===== src/sv/lobm_pkg.sv =====
// Shared types and codes of the limit order book matcher.
`default_nettype none
package lobm_pkg;

    // Input actions
    localparam logic [1:0] ACT_ADD    = 2'd0;
    localparam logic [1:0] ACT_CANCEL = 2'd1;

    // Decoded operations
    localparam logic [1:0] OP_ADD    = 2'd0;
    localparam logic [1:0] OP_CANCEL = 2'd1;
    localparam logic [1:0] OP_DEPTH  = 2'd2;

    // Result kinds
    localparam logic [2:0] KIND_FILL      = 3'd0;
    localparam logic [2:0] KIND_RESTED    = 3'd1;
    localparam logic [2:0] KIND_DONE      = 3'd2;
    localparam logic [2:0] KIND_CANCEL_OK = 3'd3;
    localparam logic [2:0] KIND_UNKNOWN   = 3'd4;
    localparam logic [2:0] KIND_DEPTH     = 3'd5;
    localparam logic [2:0] KIND_FULL      = 3'd6;
    localparam logic [2:0] KIND_DUP       = 3'd7;

    typedef struct packed {
        logic [1:0]  action;
        logic [31:0] ident;
        logic        side;
        logic        order_kind;
        logic [15:0] price;
        logic [31:0] quantity;
    } req_t;

    typedef struct packed {
        logic [2:0]  kind;
        logic [31:0] maker_id;
        logic [31:0] taker_id;
        logic [15:0] trade_price;
        logic [31:0] amount;
        logic        last;
        logic [15:0] top_bid;
        logic        top_bid_valid;
        logic [15:0] top_ask;
        logic        top_ask_valid;
        logic [15:0] spread;
        logic        spread_valid;
    } rsp_t;

    // Classified request between front and back
    typedef struct packed {
        logic [1:0]  op;
        logic [31:0] ident;
        logic        side;
        logic        market;
        logic [15:0] price;
        logic [31:0] quantity;
    } cmd_t;

    typedef struct packed {
        logic valid;
        cmd_t cmd;
    } cmd_chan_t;

    // One resting order slot
    typedef struct packed {
        logic [31:0] ident;
        logic        side;
        logic [15:0] price;
        logic [31:0] quantity;
        logic [31:0] arrival;
    } slot_t;

    // One buffered fill
    typedef struct packed {
        logic [31:0] maker_id;
        logic [15:0] price;
        logic [31:0] amount;
    } fill_t;

endpackage
`default_nettype wire


===== src/sv/lobm_front.sv =====
// Front end: accept requests, classify them and queue them for the engine.
`default_nettype none
module lobm_front (
    input  wire logic              clk,
    input  wire logic              rst_n,
    input  wire logic              push,
    output logic                   full,
    input  wire lobm_pkg::req_t    request,
    output lobm_pkg::cmd_chan_t    chan,
    input  wire logic              take
);

    lobm_pkg::cmd_t q_reg [2];
    logic       wp_reg, wp_next;
    logic       rp_reg, rp_next;
    logic [1:0] cnt_reg, cnt_next;
    logic       do_push, do_pop;
    lobm_pkg::cmd_t cls;

    // Classify the request; unused action decodes as depth query
    always_comb
    begin
        cls.ident    = request.ident;
        cls.side     = request.side;
        cls.market   = request.order_kind;
        cls.price    = request.price;
        cls.quantity = request.quantity;
        if (request.action == lobm_pkg::ACT_ADD)
        begin
            cls.op = lobm_pkg::OP_ADD;
        end
        else if (request.action == lobm_pkg::ACT_CANCEL)
        begin
            cls.op = lobm_pkg::OP_CANCEL;
        end
        else
        begin
            cls.op = lobm_pkg::OP_DEPTH;
        end
    end

    assign full       = cnt_reg[1];
    assign do_push    = push && !full;
    assign do_pop     = take && (cnt_reg != 2'd0);
    assign chan.valid = cnt_reg != 2'd0;
    assign chan.cmd   = q_reg[rp_reg];

    // Advance pointers and count
    always_comb
    begin
        wp_next  = do_push ? !wp_reg : wp_reg;
        rp_next  = do_pop ? !rp_reg : rp_reg;
        cnt_next = cnt_reg + {1'b0, do_push} - {1'b0, do_pop};
    end

    always_ff @(posedge clk or negedge rst_n)
    begin
        if (!rst_n)
        begin
            wp_reg  <= 1'b0;
            rp_reg  <= 1'b0;
            cnt_reg <= 2'd0;
        end
        else
        begin
            wp_reg  <= wp_next;
            rp_reg  <= rp_next;
            cnt_reg <= cnt_next;
        end
    end

    // Store the classified request
    always_ff @(posedge clk)
    begin
        if (do_push)
        begin
            q_reg[wp_reg] <= cls;
        end
    end

endmodule
`default_nettype wire


===== config.mk =====
export PLATFORM = sky130hd
export DESIGN_NAME = lobm_front
export DESIGN_NICKNAME = d
export VERILOG_FILES = /design/src/sv/lobm_pkg.sv /design/src/sv/lobm_front.sv
export SDC_FILE = /design/constraint.sdc
export NUM_CORES = 1
export LEC_CHECK = 0
export ABC_AREA = 1
export ABC_CLOCK_PERIOD_IN_PS = 11600
export BUFFER_PORTS_ARGS = -buffer_cell sky130_fd_sc_hd__buf_2
export CAP_MARGIN = 25
export CORE_MARGIN = 2
export CORE_UTILIZATION = 35
export DETAILED_ROUTE_END_ITERATION = 16
export PLACE_DENSITY = 0.59
export REMOVE_ABC_BUFFERS = 1
export SYNTH_ARGS = -nofsm -noshare
export SYNTH_HDL_FRONTEND = slang
export SYNTH_SLANG_ARGS = --single-unit

===== constraint.sdc =====
create_clock -name clk -period 11.6 [get_ports clk]
set_input_delay 2.32 -clock clk [delete_from_list [all_inputs] [get_ports clk]]
set_output_delay 2.32 -clock clk [all_outputs]
set_load 0.005 [all_outputs]

==> metrics.md, run 1 <==
| Metric | Value |
|---|---|
| Finished Layout Cells | `885` |
| Final Slew Violations | `0` |
| Total negative slack | `0 ns` |
| Max reg flops | `168` |
| Final RePlAce weighted congestion | `0.7311` |
| Synth warn | `0` |
| Worst hold stages | `1` |
| Max Cap Viol | `0` |
| Max H-tree Level | `4` |
| Total core area | `17840 um2` |
| Final core occ | `45.00%` |
| Cts hold-fix bufs | `0` |
| Kind of critical path | `flip-flop to output pin` |
| Peak supply drop | `0.1008 mV` |
| Antenna violations before repair | `2` |
| Period Utilization, post-route | `39.64%` |
| Tmin final | `4.598 ns` |
| Inst Count DP | `852` |
| Met3 usage | `5.230%` |
| Final Hold Fails | `0` |
| CTS sink cnt | `172` |
| Worst setup EP type | `output pin` |
| Fmax | `217.5 MHz` |
| Routed len/inst | `14.61 um` |
| Leak Pwr | `3.435 nW` |
| Number of I/O pins | `174` |
| Crit-path max cell delay | `0.57 ns` |
| Relative slew slack | `37.87%` |
| Cell variety after synth | `15` |
| Reg-to-reg slack, setup | `8.96 ns` |
| Drt total wl | `12930 um` |
| CTS clk-pin slew, worst paths | `0.06 ns` |
| Synth area leader | `edfxtp_1` |
| Hold path startpoint | `cnt_reg[0]` |
| Final ANT Viol Nets | `0` |
| Final setup viols | `0` |
| Total CTS buffers | `17` |
| Power per Cell Area | `250.0 nW/um2` |
| Post-synth EDFFs | `168` |
| Die area | `19100 um2` |
| Slowest-stage cell, CP | `inv_2` |
| Most frequent CP cell | `nand2_1` |
| DP Area | `7403 um2` |
| Mapped cell area | `6302 um2` |
| Layout cells sized above 1 | `31.91%` |
| CP Data Required Time | `9.28 ns` |
| Post-synth ARST share | `2.326%` |
| DRT iter0 DRCs | `173` |
| Share of the synthesized area in the top cell type | `80.05%` |
| DRT Pass-1 Iters | `4` |
| Post-layout instance area | `8029 um2` |
| Most common cell in the synthesized netlist | `nand2_1` |
| Pin count of the biggest net entering global routing | `85` |
| First-pass GRT wire length | `20380 um` |
| Commonest cells post-synth | `nand2_1, edfxtp_1, buf_2` |
| Dpl hpwl | `8098 um` |
| Gr ovfl total | `0` |
| Clock Root Buffer | `clkbuf_16` |
| Clk_lat worst skew | `0.42 ns` |
| CTS resizes | `0` |
| Worst-Margin Slew | `0.9319 ns` |
| Worst R2R Path Depth | `4` |
| RR Startpoint | `cnt_reg[1]` |
| Crit-path leading delay family | `buffers and inverters` |
| CP arrival | `2.28 ns` |
| Buffer depth of the longest clock path | `2` |
| DIE WIDTH | `138.2 um` |
| Post-synthesis register bit count | `172` |
| Worst setup SP type | `flip-flop` |
| Grt met1 use | `16.32%` |
| Count of input and output buffers | `173` |
| Unrepaired setup endpoints after global routing | `no` |
| Clock skew | `0.01055 ns` |
| Crit path buf inv count | `3` |
| Avg Synthesized Cell Area | `13.55 um2` |
| Top post-synthesis cells by area | `edfxtp_1, nand2_1, dfrtp_1` |
| Via density | `4.406` |
| All-Layer GR Usage | `13.84%` |
| Setup Buffers After CTS | `0` |
| Most used flip-flop cell after synthesis | `edfxtp_1` |
| DR DRC count | `0` |
| Crit Reg-Reg Endpoint | `q_reg[0][21]` |
| Crit path cell chain | `inv_2 > buf_4 > nand2_1 > nand2_1 > buf_2` |
| Vias | `3899` |
| GRT busiest layer | `met2` |
| CTS tree | `yes` |
| Sequential area share after synthesis | `81.64%` |
| Hold Path Class | `flip-flop to flip-flop` |
| M2 GR Usage | `23.50%` |
| Final nets | `731` |
| Synthesized netlist cell count | `465` |
| WHS Endpoint | `cnt_reg[0]` |
| Number of global-route vias before repair | `3959` |
| Num rows | `49` |
| Initial core utilization | `35.33%` |
| Worst Path Max Fanout | `44` |
| Outcome | `finished, final reports clean` |
| Area grow syn2layout | `27.40%` |
| Die height | `138.2 um` |
per-stage QoR:
step                hold slack (ns)  setup slack, ns  power (mW)
floorplan                    0.5154            5.129       1.175
global placement             0.5363            7.008       1.429
detailed placement           0.5752            6.988       1.443
CTS                          0.5970            6.888       2.044
global route                 0.6295            6.767       2.136
finish                       0.5983            7.002       2.007
metal layers:
layer | share of wire (%) | vias up
li1 | - | 1917
met1 | 42 | 1846
met2 | 50 | 121
met3 | 6.7 | 15
met4 | 1.4 | 0
met5 | 0 | -
layout by cell type (no fill, tap or decap):
cell type   Yosys  routed
nand4_1         1       1
dfrtp_1         4       3
nor2_4          0       2
clkinvlp_4      0       1
bufinv_16       0       4
o21ai_1         1       1
inv_1           5       5
clkbuf_8        0       3
clkinv_2        0       2
diode_2         0       1
dfrtp_2         0       1
ha_1            1       1
inv_2           1       1
nor2_1          3       1
xor2_1          3       3
clkbuf_16       0      17
or2_2           1       1
buf_4           2       4
edfxtp_1      168     168
buf_2          15     173
nand2_1       257     257
clkbuf_1        2       5
nand3_1         1       1
how the worst max path moves through the flow:
stage | startpoint | to | slack [ns] | cells past startpoint
final | rp_reg | chan[65] | 7.00 | 5
after global routing | rp_reg | chan[45] | 6.77 | 5
after CTS | rp_reg | chan[65] | 6.89 | 5
after detailed placement | push | q_reg[0][48] | 6.99 | 4
after global placement | push | q_reg[0][10] | 7.01 | 4
after floorplan | push | q_reg[0][0] | 5.13 | 2
cells by family after synthesis:
family | synth area share [%]
AO/OA/AOI/OAI | 0.07934
flip-flops | 81.64
AND/OR/NAND/NOR | 15.76
adder cells (fa/ha/maj) | 0.1985
XOR/XNOR | 0.4170
buffers and inverters | 1.906
power by group:
part | switching [mW] | leakage [nW] | internal (mW) | total [mW]
logic | 0.354 | 1.53 | 0.193 | 0.547
registers | 0.0311 | 1.60 | 0.833 | 0.864
clock network | 0.220 | 0.301 | 0.377 | 0.597
total | 0.604 | 3.43 | 1.40 | 2.01
cell type report:
class,instances,area (um2)
inverter,6,22.52
sequential,172,5146
multi-input combinational,268,1052
clock inverter,7,137.6
fill,1638,9812
tap,229,286.5
antenna,1,2.502
clock buffer,25,485.5
timing repair buffer,177,895.9
worst reg2reg max path, stage by stage, from the launching register on:
cell and delay (ns):
dfrtp_1 0.43, inv_1 0.09, nand2_1 0.21, nor2_4 0.72, buf_4 0.74
Power figures use the tool's default switching activity.
==> inputs of run 2 (changes only) <==
--- a/config.mk
+++ b/config.mk
@@ -6,13 +6,13 @@
 export NUM_CORES = 1
 export LEC_CHECK = 0
 export ABC_AREA = 1
-export ABC_CLOCK_PERIOD_IN_PS = 11600
+export ABC_CLOCK_PERIOD_IN_PS = 4200
 export BUFFER_PORTS_ARGS = -buffer_cell sky130_fd_sc_hd__buf_2
 export CAP_MARGIN = 25
 export CORE_MARGIN = 2
 export CORE_UTILIZATION = 35
 export DETAILED_ROUTE_END_ITERATION = 16
-export PLACE_DENSITY = 0.59
+export PLACE_DENSITY = 0.61
 export REMOVE_ABC_BUFFERS = 1
 export SYNTH_ARGS = -nofsm -noshare
 export SYNTH_HDL_FRONTEND = slang
==> constraint.sdc (replaced) <==
create_clock -name clk -period 4.2 [get_ports clk]
set_input_delay 0.84 -clock clk [delete_from_list [all_inputs] [get_ports clk]]
set_output_delay 0.84 -clock clk [all_outputs]
set_load 0.005 [all_outputs]
==> run 2 against run 1 <==
Effect of this change:
- setup slack got worse by 5.9 ns
- critical path type unchanged
- final area decreased by 0.53%
- routed wire length decreased by 0.57%
- largest power group unchanged
- critical path depth unchanged
- via count increased by 1.1%
- highest routed layer unchanged
- hold slack got worse by 0.38 ns
- flip-flop and latch count unchanged
==> metrics.md, run 2 (same netlist as run 1, synthesis figures left out) <==
| Metric | Value |
|---|---|
| Final RePlAce weighted congestion | `0.7257 (-0.74%)` |
| DR DRC count | `0 (unchanged)` |
| First-pass GRT wire length | `20310 um (-0.34%)` |
| Total core area | `17840 um2 (unchanged)` |
| Switching Fraction | `30.74% (+0.64 points)` |
| Number of global-route vias before repair | `4019 (+1.5%)` |
| Pwr Total | `5.428 mW (+170%)` |
| Area grow syn2layout | `26.72%` |
| Buffer depth of the longest clock path | `2 (unchanged)` |
| Drt total wl | `12860 um (-0.57%)` |
| Max H-tree Level | `4 (unchanged)` |
| CTS resizes | `0 (unchanged)` |
| Relative slew slack | `39.73% (+1.9 points)` |
| Dpl hpwl | `8147 um (+0.61%)` |
| Final setup viols | `0 (unchanged)` |
| DIE WIDTH | `138.2 um (unchanged)` |
| Commonest cells after routing, fill and taps aside | `nand2_1, buf_2, edfxtp_1` |
| CTS tree | `yes` |
| Clock power frac | `27.9% (-1.8 points)` |
| Layout cells sized above 1 | `31.91% (unchanged)` |
| Cell internal pwr | `3.760 mW (+170%)` |
| Worst setup EP type | `output pin` |
| Power per Cell Area | `679.7 nW/um2 (+170%)` |
| Switching power | `1.669 mW (+180%)` |
| DP Area | `7428 um2 (+0.34%)` |
| Min setup slack post-route | `1.131 ns (-5.871 ns)` |
| Setup Buffers After CTS | `0 (unchanged)` |
| CTS sink cnt | `172 (unchanged)` |
| All-Layer GR Usage | `13.72% (-0.12 points)` |
| Worst Setup SP | `rp_reg` |
| DRT iter0 DRCs | `201 (+16%)` |
| Worst-Margin Slew | `0.9040 ns (-0.02790 ns)` |
| Initial core utilization | `35.33% (unchanged)` |
| Fmax | `325.9 MHz` |
| Final ANT Viol Nets | `0 (unchanged)` |
| Leak Pwr | `3.424 nW (-0.32%)` |
| Cts hold-fix bufs | `0 (unchanged)` |
| Final Slew Violations | `0 (unchanged)` |
| Routed len/inst | `14.54 um (-0.46%)` |
| Num rows | `49 (unchanged)` |
| Logic pwr share | `28.2% (+1.0 points)` |
| Max Cap Viol | `0 (unchanged)` |
| Filler Cells Inserted | `1634 (-0.24%)` |
| Max reg flops | `168 (unchanged)` |
| Final Hold Fails | `0 (unchanged)` |
| Period Utilization, post-route | `73.06%` |
| Total CTS buffers | `17 (unchanged)` |
| Antenna violations before repair | `0 (-2)` |
| Unrepaired setup endpoints after global routing | `no` |
| Place WS | `1.393 ns (-5.594 ns)` |
| Die height | `138.2 um (unchanged)` |
| RR Startpoint | `cnt_reg[1]` |
| CTS clk-pin slew, worst paths | `0.06 ns (about the same)` |
| Die area | `19100 um2 (unchanged)` |
| Hold Path Class | `primary input to asynchronous set/reset pin` |
| CP Data Required Time | `3.36 ns (-5.92 ns)` |
| Sequential share of power | `43.9% (+0.9 points)` |
| Pin count of the biggest net entering global routing | `85 (unchanged)` |
| DRT Pass-1 Iters | `4 (unchanged)` |
| Commonest non-fill, non-tap cell in the layout | `nand2_1` |
| Peak supply drop | `0.3711 mV (+270%)` |
| Gr ovfl total | `0 (unchanged)` |
| Post-layout instance area | `7986 um2 (-0.53%)` |
| Via density | `4.459 (+1.2%)` |
| Number of antenna diodes | `0 (-1)` |
| Total negative slack | `0 ns (unchanged)` |
| Fin Hold WS | `0.2174 ns (-0.3809 ns)` |
| Kind of critical path | `flip-flop to output pin` |
| Final nets | `734 (+0.41%)` |
| Worst Path Max Fanout | `46 (+4.5%)` |
| Tmin final | `3.069 ns` |
| Vias | `3942 (+1.1%)` |
| Worst setup SP type | `flip-flop` |
| Clock skew | `0.009918 ns (-0.0006323 ns)` |
| Count of input and output buffers | `173 (unchanged)` |
| CP arrival | `2.23 ns (-0.05 ns)` |
| Clock Root Buffer | `clkbuf_16` |
| Number of I/O pins | `174 (unchanged)` |
| Clk_lat worst skew | `0.42 ns (about the same)` |
| Outcome | `finished, final reports clean` |
## run 2: cell count changes in the layout (fill, tap and decap cells not counted), moves of 3 or more
| cell | delta |
|---|---|
| clkinv_1 | +3 |
| clkbuf_8 | -3 |
| clkbuf_1 | -3 |
| buf_4 | +3 |
## run 2: layout make-up
class / instances / area [um2] / share of cell area (%)
Inverter: 6 / 22.52 / 0.2820
Sequential cell: 172 / 5149 / 64.47
Tap cell: 229 / 286.5 / 3.588
Multi-Input combinational cell: 268 / 1052 / 13.18
Clock buffer: 19 / 432.9 / 5.421
Timing Repair Buffer: 180 / 918.4 / 11.50
Clock inverter: 10 / 125.1 / 1.567
## run 2: critical path, cell delays in order (launching register included)
cell and delay, ns:
dfrtp_4 0.47, inv_2 0.59, buf_4 0.39, nand2_1 0.10, nand2_1 0.10, buf_2 0.12
## run 2: through the flow
| stage | std cells | util, % |
|---|---|---|
| finish | 884 | 44.76 |
| global route | 884 | 44.76 |
| CTS | 884 | 44.76 |
| detailed placement | 855 | 41.64 |
| global placement | 855 | 41.64 |
| floorplan | 446 | - |
## run 2: routing by layer
metal | vias up | part of all wire (%) | global-route usage, %
met4 | 0 | 2.3 | 6.391
met5 | - | 0 | 0
met2 | 132 | 50 | 23.08
met1 | 1862 | 42 | 16.21
met3 | 23 | 5.6 | 4.191
li1 | 1925 | - | -
## run 2: worst paths after layout
path | endpoint | slack [ns] | cells after the start
max | chan[43] | 1.13 | 5
min | cnt_reg[1] | 0.22 | 1
max reg2reg | q_reg[1][61] | 1.91 | 4
min reg2reg | cnt_reg[0] | 0.59 | 1
max in group asynchronous | rp_reg | 3.82 | 1
min in group clk | cnt_reg[0] | 0.59 | 1
## run 2: power groups by stage
stage	registers [mW]	clock network, mW	logic [mW]
2_1_floorplan	2.52	0	0.729
3_3_place_gp	2.41	0	1.56
3_5_place_dp	2.42	0	1.58
4_1_cts	2.39	1.56	1.59
5_1_grt	2.41	1.62	1.75
6_report	2.38	1.51	1.53
==> inputs of run 3 (changes only) <==
--- a/config.mk
+++ b/config.mk
@@ -6,13 +6,13 @@
 export NUM_CORES = 1
 export LEC_CHECK = 0
 export ABC_AREA = 1
-export ABC_CLOCK_PERIOD_IN_PS = 4200
+export ABC_CLOCK_PERIOD_IN_PS = 3100
 export BUFFER_PORTS_ARGS = -buffer_cell sky130_fd_sc_hd__buf_2
 export CAP_MARGIN = 25
 export CORE_MARGIN = 2
 export CORE_UTILIZATION = 35
 export DETAILED_ROUTE_END_ITERATION = 16
-export PLACE_DENSITY = 0.61
+export PLACE_DENSITY = 0.59
 export REMOVE_ABC_BUFFERS = 1
 export SYNTH_ARGS = -nofsm -noshare
 export SYNTH_HDL_FRONTEND = slang
==> constraint.sdc (replaced) <==
create_clock -name clk -period 3.1 [get_ports clk]
set_input_delay 0.62 -clock clk [delete_from_list [all_inputs] [get_ports clk]]
set_output_delay 0.62 -clock clk [all_outputs]
set_load 0.005 [all_outputs]
==> run 3 against run 2 <==
Effect of this change:
- register-to-register slack got worse by 0.57 ns
- critical path type unchanged
- hold slack better by 0.18 ns
- combinational power grew 38%
- die area did not move
- critical path depth is 1 lower
- final area is essentially flat
- highest routed layer unchanged
==> metrics.md, run 3 (same netlist as run 1, synthesis figures left out) <==
| Metric | Value |
|---|---|
| Leak Pwr | `3.420 nW (about the same)` |
| Number of I/O pins | `174 (unchanged)` |
| Number of global-route vias before repair | `4138 (+3.0%)` |
| Final Hold Fails | `0 (unchanged)` |
| Worst Path Max Fanout | `84 (+83%)` |
| Area grow syn2layout | `26.84% (about the same)` |
| Clock Root Buffer | `clkbuf_16` |
| Vias | `3959 (+0.43%)` |
| Cell internal pwr | `4.978 mW (+32%)` |
| Hold path startpoint | `request[14]` |
| DIE WIDTH | `138.2 um (unchanged)` |
| Tmin final | `2.501 ns` |
| Commonest non-fill, non-tap cell in the layout | `nand2_1` |
| Peak supply drop | `0.4011 mV (+8.1%)` |
| Worst hold stages | `1` |
| Final nets | `735 (+0.14%)` |
| Period Utilization, post-route | `80.66%` |
| Reg-to-reg slack, setup | `1.34 ns (-0.57 ns)` |
| Relative slew slack | `39.11% (-0.63 points)` |
| Max reg flops | `168 (unchanged)` |
| DRT iter0 DRCs | `253 (+26%)` |
| Routed len/inst | `14.51 um (-0.22%)` |
| DRT Pass-1 Iters | `4 (unchanged)` |
| Clock skew | `0.007364 ns (-0.002554 ns)` |
| Slowest-stage cell, CP | `buf_4` |
| CP Data Required Time | `2.48 ns (-0.88 ns)` |
| Pin count of the biggest net entering global routing | `85 (unchanged)` |
| Kind of critical path | `flip-flop to output pin` |
| Switching power | `2.245 mW (+35%)` |
| WHS Endpoint | `q_reg[0][14]` |
| Worst setup EP type | `output pin` |
| Clock power frac | `26.1% (-1.8 points)` |
| Worst R2R Path Depth | `4 (unchanged)` |
| Commonest cells after routing, fill and taps aside | `nand2_1, buf_2, edfxtp_1` |
| CTS resizes | `0 (unchanged)` |
| Crit path cell chain | `buf_4 > nand2_1 > nand2_1 > buf_2` |
| Buffer depth of the longest clock path | `2 (unchanged)` |
| DR DRC count | `0 (unchanged)` |
| Most frequent CP cell | `nand2_1` |
| Total CTS buffers | `17 (unchanged)` |
| Crit path buf inv count | `2 (-1)` |
| Gr ovfl total | `0 (unchanged)` |
| Unrepaired setup endpoints after global routing | `no` |
| CP arrival | `1.88 ns (-0.35 ns)` |
| Antenna violations before repair | `3 (+3)` |
| CTS tree | `yes` |
| Power per Cell Area | `903.5 nW/um2 (+33%)` |
| Final Slew Violations | `0 (unchanged)` |
| Max H-tree Level | `4 (unchanged)` |
| Count of input and output buffers | `173 (unchanged)` |
| Crit-path leading delay family | `buffers and inverters` |
| Layout cells sized above 1 | `31.81% (-0.097 points)` |
| Initial core utilization | `35.33% (unchanged)` |
| Final setup viols | `0 (unchanged)` |
| Drt total wl | `12890 um (+0.23%)` |
| Max Cap Viol | `0 (unchanged)` |
| Sequential share of power | `44.7% (+0.8 points)` |
| Die area | `19100 um2 (unchanged)` |
| Via density | `4.458 (about the same)` |
| Clk_lat worst skew | `0.41 ns (about the same)` |
| Num rows | `49 (unchanged)` |
| Final RePlAce weighted congestion | `0.7235 (-0.30%)` |
| Crit-path max cell delay | `0.69 ns (+0.10 ns)` |
| CTS clk-pin slew, worst paths | `0.06 ns (about the same)` |
| Dpl hpwl | `8194 um (+0.58%)` |
| Outcome | `finished, final reports clean` |
| Total core area | `17840 um2 (unchanged)` |
| First-pass GRT wire length | `20670 um (+1.8%)` |
| Finished Layout Cells | `888 (+0.45%)` |
| CTS sink cnt | `172 (unchanged)` |
| Worst setup SP type | `flip-flop` |
| Switching Fraction | `31.08% (+0.34 points)` |
| Crit Reg-Reg Endpoint | `q_reg[1][53]` |
| Fmax | `399.9 MHz` |
| Die height | `138.2 um (unchanged)` |
| Hold Path Class | `primary input to flip-flop` |
| RR Startpoint | `cnt_reg[1]` |
| Logic pwr share | `29.2% (+1.0 points)` |
| Filler Cells Inserted | `1653 (+1.2%)` |
| Fin Hold WS | `0.3966 ns (+0.1792 ns)` |
| Final ANT Viol Nets | `0 (unchanged)` |
| All-Layer GR Usage | `13.85% (+0.12 points)` |
| Inst Count DP | `855 (unchanged)` |
| Worst-Margin Slew | `0.9134 ns (+0.009379 ns)` |
-- run 3: timing repair --
| item | CTS | global route |
|---|---|---|
| endpoints found under the hold margin | 4 | 0 |
| hold buffers | 1 | 0 |
| setup buffers | 0 | 0 |
-- run 3: area by class of cell --
class                           count  area (um2)  share of cell area (%)
Clock inverter                      9       75.07                  0.9391
Multi-Input combinational cell    268        1052                   13.16
Tap cell                          229       286.5                   3.584
Sequential cell                   172        5146                   64.38
Timing Repair Buffer              181       965.9                   12.08
Clock buffer                       21       440.4                   5.509
Inverter                            6       22.52                  0.2817
Antenna cell                        2       5.005                 0.06261
-- run 3: metrics by stage --
stage          TNS [ns]  cell area, um2  setup slack, ns  utilization [%]  total power, mW
6_report              0            7994           0.5994            44.81            7.223
4_1_cts               0            7989           0.5365            44.78            7.369
5_1_grt               0            7994           0.3867            44.81            7.725
3_3_place_gp          0            7463            1.001            41.83            5.409
2_1_floorplan   -294.68            6205           -1.671                -            4.397
3_5_place_dp          0            7463           0.9875            41.83            5.458
-- run 3: how the worst max path moves through the flow --
stage                       from          end  slack, ns  cells after the start
after floorplan             push  q_reg[0][0]      -1.67                      2
after global placement    rp_reg      chan[8]       1.00                      4
after detailed placement  rp_reg     chan[59]       0.99                      4
after CTS                 rp_reg     chan[59]       0.54                      4
after global routing      rp_reg     chan[15]       0.39                      4
final                     rp_reg     chan[15]       0.60                      4
-- run 3: power by group through the flow --
stage                     clock network (mW)  registers, mW  logic [mW]
after CTS                               1.95           3.23        2.19
final                                   1.88           3.23        2.11
after detailed placement                   0           3.28        2.18
after floorplan                            0           3.41       0.988
after global routing                    2.04           3.27        2.41
after global placement                     0           3.26        2.15
-- run 3: layer usage --
layer / track usage [%] / vias to the layer above / part of all wire (%)
li1: - / 1924 / -
met2: 23.81 / 123 / 51
met1: 15.64 / 1895 / 41
met4: 6.337 / 0 / 1.8
met3: 4.676 / 17 / 6.0
met5: 0 / - / 0
